`src/sv/gwd_pkg.sv`:
```
// shared types, constants and sine coefficients for the wave displacement unit
`default_nettype none
package gwd_pkg;

   localparam int NUM_WAVES_DEFAULT = 3;
   localparam int INDEX_W = 2;

   localparam logic OP_LOAD = 1'b0;
   localparam logic OP_DISPLACE = 1'b1;

   // quarter-wave polynomial coefficients, Q30
   localparam logic [31:0] COEF_C1 = 32'd1686629713;
   localparam logic [31:0] COEF_C3 = 32'd693598668;
   localparam logic [31:0] COEF_C5 = 32'd85569307;
   localparam logic [31:0] COEF_C7 = 32'd5026995;
   localparam logic [31:0] COEF_C9 = 32'd172272;
   localparam logic [30:0] Q30_ONE = 31'h4000_0000;

   typedef struct packed {
      logic               opcode;
      logic [INDEX_W-1:0] wave_index;
      logic signed [31:0] dir_freq_x;
      logic signed [31:0] dir_freq_z;
      logic [31:0]        phase_offset;
      logic signed [31:0] crest_x;
      logic signed [31:0] crest_z;
      logic signed [31:0] wave_height;
      logic signed [31:0] point_x;
      logic signed [31:0] point_z;
   } req_word_type;

   typedef struct packed {
      logic signed [31:0] out_x;
      logic signed [31:0] out_y;
      logic signed [31:0] out_z;
   } rsp_word_type;

   // one shared multiply: operands
   typedef struct packed {
      logic signed [32:0] a;
      logic signed [32:0] b;
   } mul_op_type;

endpackage
`default_nettype wire

```
`src/sv/gwd_mul.sv`:
```
// registered shared 33x33 signed multiplier
`default_nettype none
module gwd_mul
   import gwd_pkg::*;
(
   input  wire logic         clock,
   input  wire mul_op_type   op,
   output logic signed [65:0] prod_ff
);
   logic signed [65:0] prod_in;

   // product of the operands presented this cycle
   assign prod_in = op.a * op.b;

   always_ff @(posedge clock) begin
      prod_ff <= prod_in;
   end
endmodule
`default_nettype wire

```
`config.mk`:
```
export PLATFORM = sky130hd
export DESIGN_NAME = gwd_mul
export DESIGN_NICKNAME = d
export VERILOG_FILES = /design/src/sv/gwd_pkg.sv /design/src/sv/gwd_mul.sv
export SDC_FILE = /design/constraint.sdc
export NUM_CORES = 2
export LEC_CHECK = 0
export BUFFER_PORTS_ARGS = -buffer_cell sky130_fd_sc_hd__buf_2
export CORE_MARGIN = 2
export CORE_UTILIZATION = 45
export CTS_BUF_LIST = sky130_fd_sc_hd__clkbuf_8
export DETAILED_ROUTE_END_ITERATION = 7
export PLACE_DENSITY_LB_ADDON = 0.1
export SETUP_SLACK_MARGIN = 0.15
export SLEW_MARGIN = 10
export SYNTH_ARGS = -nofsm -noshare
export SYNTH_HDL_FRONTEND = slang
export SYNTH_SLANG_ARGS = --single-unit
```
`constraint.sdc`:
```
create_clock -name clock -period 13.6 [get_ports clock]
set_clock_uncertainty 0.15 [all_clocks]
set_input_delay 2.72 -clock clock [delete_from_list [all_inputs] [get_ports clock]]
set_output_delay 2.72 -clock clock [all_outputs]
set_load 0.01 [all_outputs]
```
==> results by group <==
Synthesis
  • Synth Flop Type: dfxtp_1
  • Count leader, synth: fa_1
  • Syn_area_per_cell: 9.38 µm²
  • Async S/R FF share, synth: 0%
  • Netlist cell types: 61
  • Post-synth top area share: 56.8%
  • Yosys reg bits: 66
  • Seq/Total Area, Yosys: 3.27%
  • EDFF count, synth: 0
  • Most frequent cells after synthesis: 1145 x fa_1, 1133 x inv_1, 562 x and2_1
  • Post-Synthesis Cells: 4302
  • Mapped Area: 40400 µm²
  • Yosys warning count: 0
  • Cells taking the most area after synthesis: fa_1 57%, inv_1 11%, and2_1 8.7%
  • Synth area leader: fa_1
  • Net Count, Synth: 5731

Finish
  • Proportion of layout cells with a drive suffix above 1: 4.85%
  • Register bank with the most flops: prod_ff
  • # fillers: 8726
  • Post-route insts no fill: 5434
  • Max FFs per register: 66
  • Nets: 5689
  • Top flop regs: prod_ff x66
  • Area growth syn-to-layout: 4.43%

STA
  • Setup TNS: 0 ns
  • Unrepaired setup endpoints after global routing: false
  • Max Slew Vio Count: 0
  • Hold Violations, Final: 0
  • Final Hold Slack: 2.79 ns
  • Max-slew headroom: 13.5%
  • Worst slew pin tran: 1.28 ns
  • Fin crit period: 10.81 ns
  • Fmax: 0.0925 GHz
  • Final setup viols: 0
  • Final period util: 79.5%

Route
  • Via count: 27900
  • 1st-pass router iterations: 5
  • Wire length per cell: 21.5 µm
  • ANT nets after route: 0
  • Final WL: 117 mm
  • Detailed Route Iter0 Violations: 1661
  • DRC: 0
  • Vias/cell: 5.13

Global routing
  • Total congestion overflow: 0
  • Initial antenna violation count: 14
  • Largest net degree at the start of global routing: 34
  • First-pass GRT wire length: 185 mm
  • GRT Total Usage: 27.2%
  • Vias in the first global route: 30700

Worst setup path
  • Worst-path fanout max: 33
  • Worst EP arrival: 11.04 ns
  • Critical Path RT: 13.83 ns
  • Startpoint types: input port
  • Worst Setup End Kind: register
  • Worst setup path start: op[65]
  • Crit Path Class: in2reg

CTS
  • # clock sinks: 66
  • H-tree lvl count: 3
  • Post-CTS setup buffer count: 0
  • CTS tree: yes
  • Clock root cell: clkbuf_8
  • Worst-path clk slew: 0.08 ns
  • Cts bufs inserted: 9
  • Hold Buf Count CTS: 0
  • Post-cts sizing count: 0
  • CTS max path bufs: 2

Hold path
  • Hold Path Class: in2reg
  • Min-delay src: op[0]

Floorplan
  • Row cnt: 109
  • Core area: 88600 µm²
  • Starting density of the core: 45.5%
  • IO Pins: 133
  • DIE HEIGHT: 304 µm
  • Full die area: 92100 µm²
  • Die width: 304 µm

Place
  • Placed Instances: 5414
  • Detail Placement HPWL: 93.7 mm
  • IO Port Bufs: 132
  • Placer Congestion: 0.893

Run status
  • Status: complete, no violations

Job
  • Total of max-cap violations: 0
==> final cells by class <==
type,count,area (µm²),share of cell area (%)
clock buffers,10,138,0.326
multi-input cells,2882,34000,80.5
repair buffers,168,931,2.21
clock inverters,6,90.1,0.214
flip-flops and latches,66,1320,3.13
inverters,1133,4250,10.1
diodes,4,10.0,0.0237
well taps,1165,1460,3.46
==> cells in the final DEF, fill, tap and decap left out, types with 47 or more instances in the layout <==
cell        n
dfxtp_1    66
fa_1     1145
and2_1    562
a21oi_1    73
nand2_1   543
nor2_1     47
buf_2     132
inv_1    1133
ha_1      217
xnor2_1    55
==> per-layer routing <==
metal  GRT usage, %  vias to the layer above  part of all wire (%)
li1               -                    12100                     -
met1           37.8                    14800                    43
met2           44.8                      836                    48
met3           4.03                      190                   6.4
met4           7.46                       14                   2.9
met5              0                        -                 0.073
==> logic make-up after synthesis <==
kind of cell	Yosys count	share of synthesized area [%]
adder cells (fa/ha/maj)	1362	63.5
buffers and inverters	1354	12.6
AND/OR/NAND/NOR	1228	15.4
AO/OA/AOI/OAI	217	3.60
XOR/XNOR	75	1.63
flip-flops	66	3.27
==> final timing paths <==
| check | end | slack (ns) | cells after the start |
|---|---|---|---|
| max | prod_ff[65] | 2.79 | 22 |
| min | prod_ff[0] | 2.79 | 3 |
==> critical path: stages <==
cell	delay [ns]
buf_2	0.54
nand2_1	0.19
inv_1	0.18
fa_1	0.53
fa_1	0.63
fa_1	0.61
buf_4	0.27
fa_1	1.14
fa_1	0.58
fa_1	0.51
fa_1	0.50
inv_1	0.05
fa_1	0.47
inv_1	0.04
ha_1	0.37
a21o_1	0.25
a21o_1	0.19
a221o_1	0.35
a31oi_2	0.31
o211ai_1	0.19
o41ai_2	0.25
xnor2_1	0.15
==> through the flow <==
step | setup WS [ns] | utilization (%) | instance area [µm²]
after global routing | 2.38 | 47.5 | 42100
after CTS | 2.75 | 47.5 | 42100
after detailed placement | 2.28 | 47.3 | 41900
after global placement | 2.25 | 47.3 | 41900
final | 2.79 | 47.6 | 42200
after floorplan | 3.51 | - | 40400
Power is left out: the tool's default activity adds up to more than one toggle a clock period on the data nets, which glitch-free logic cannot reach.
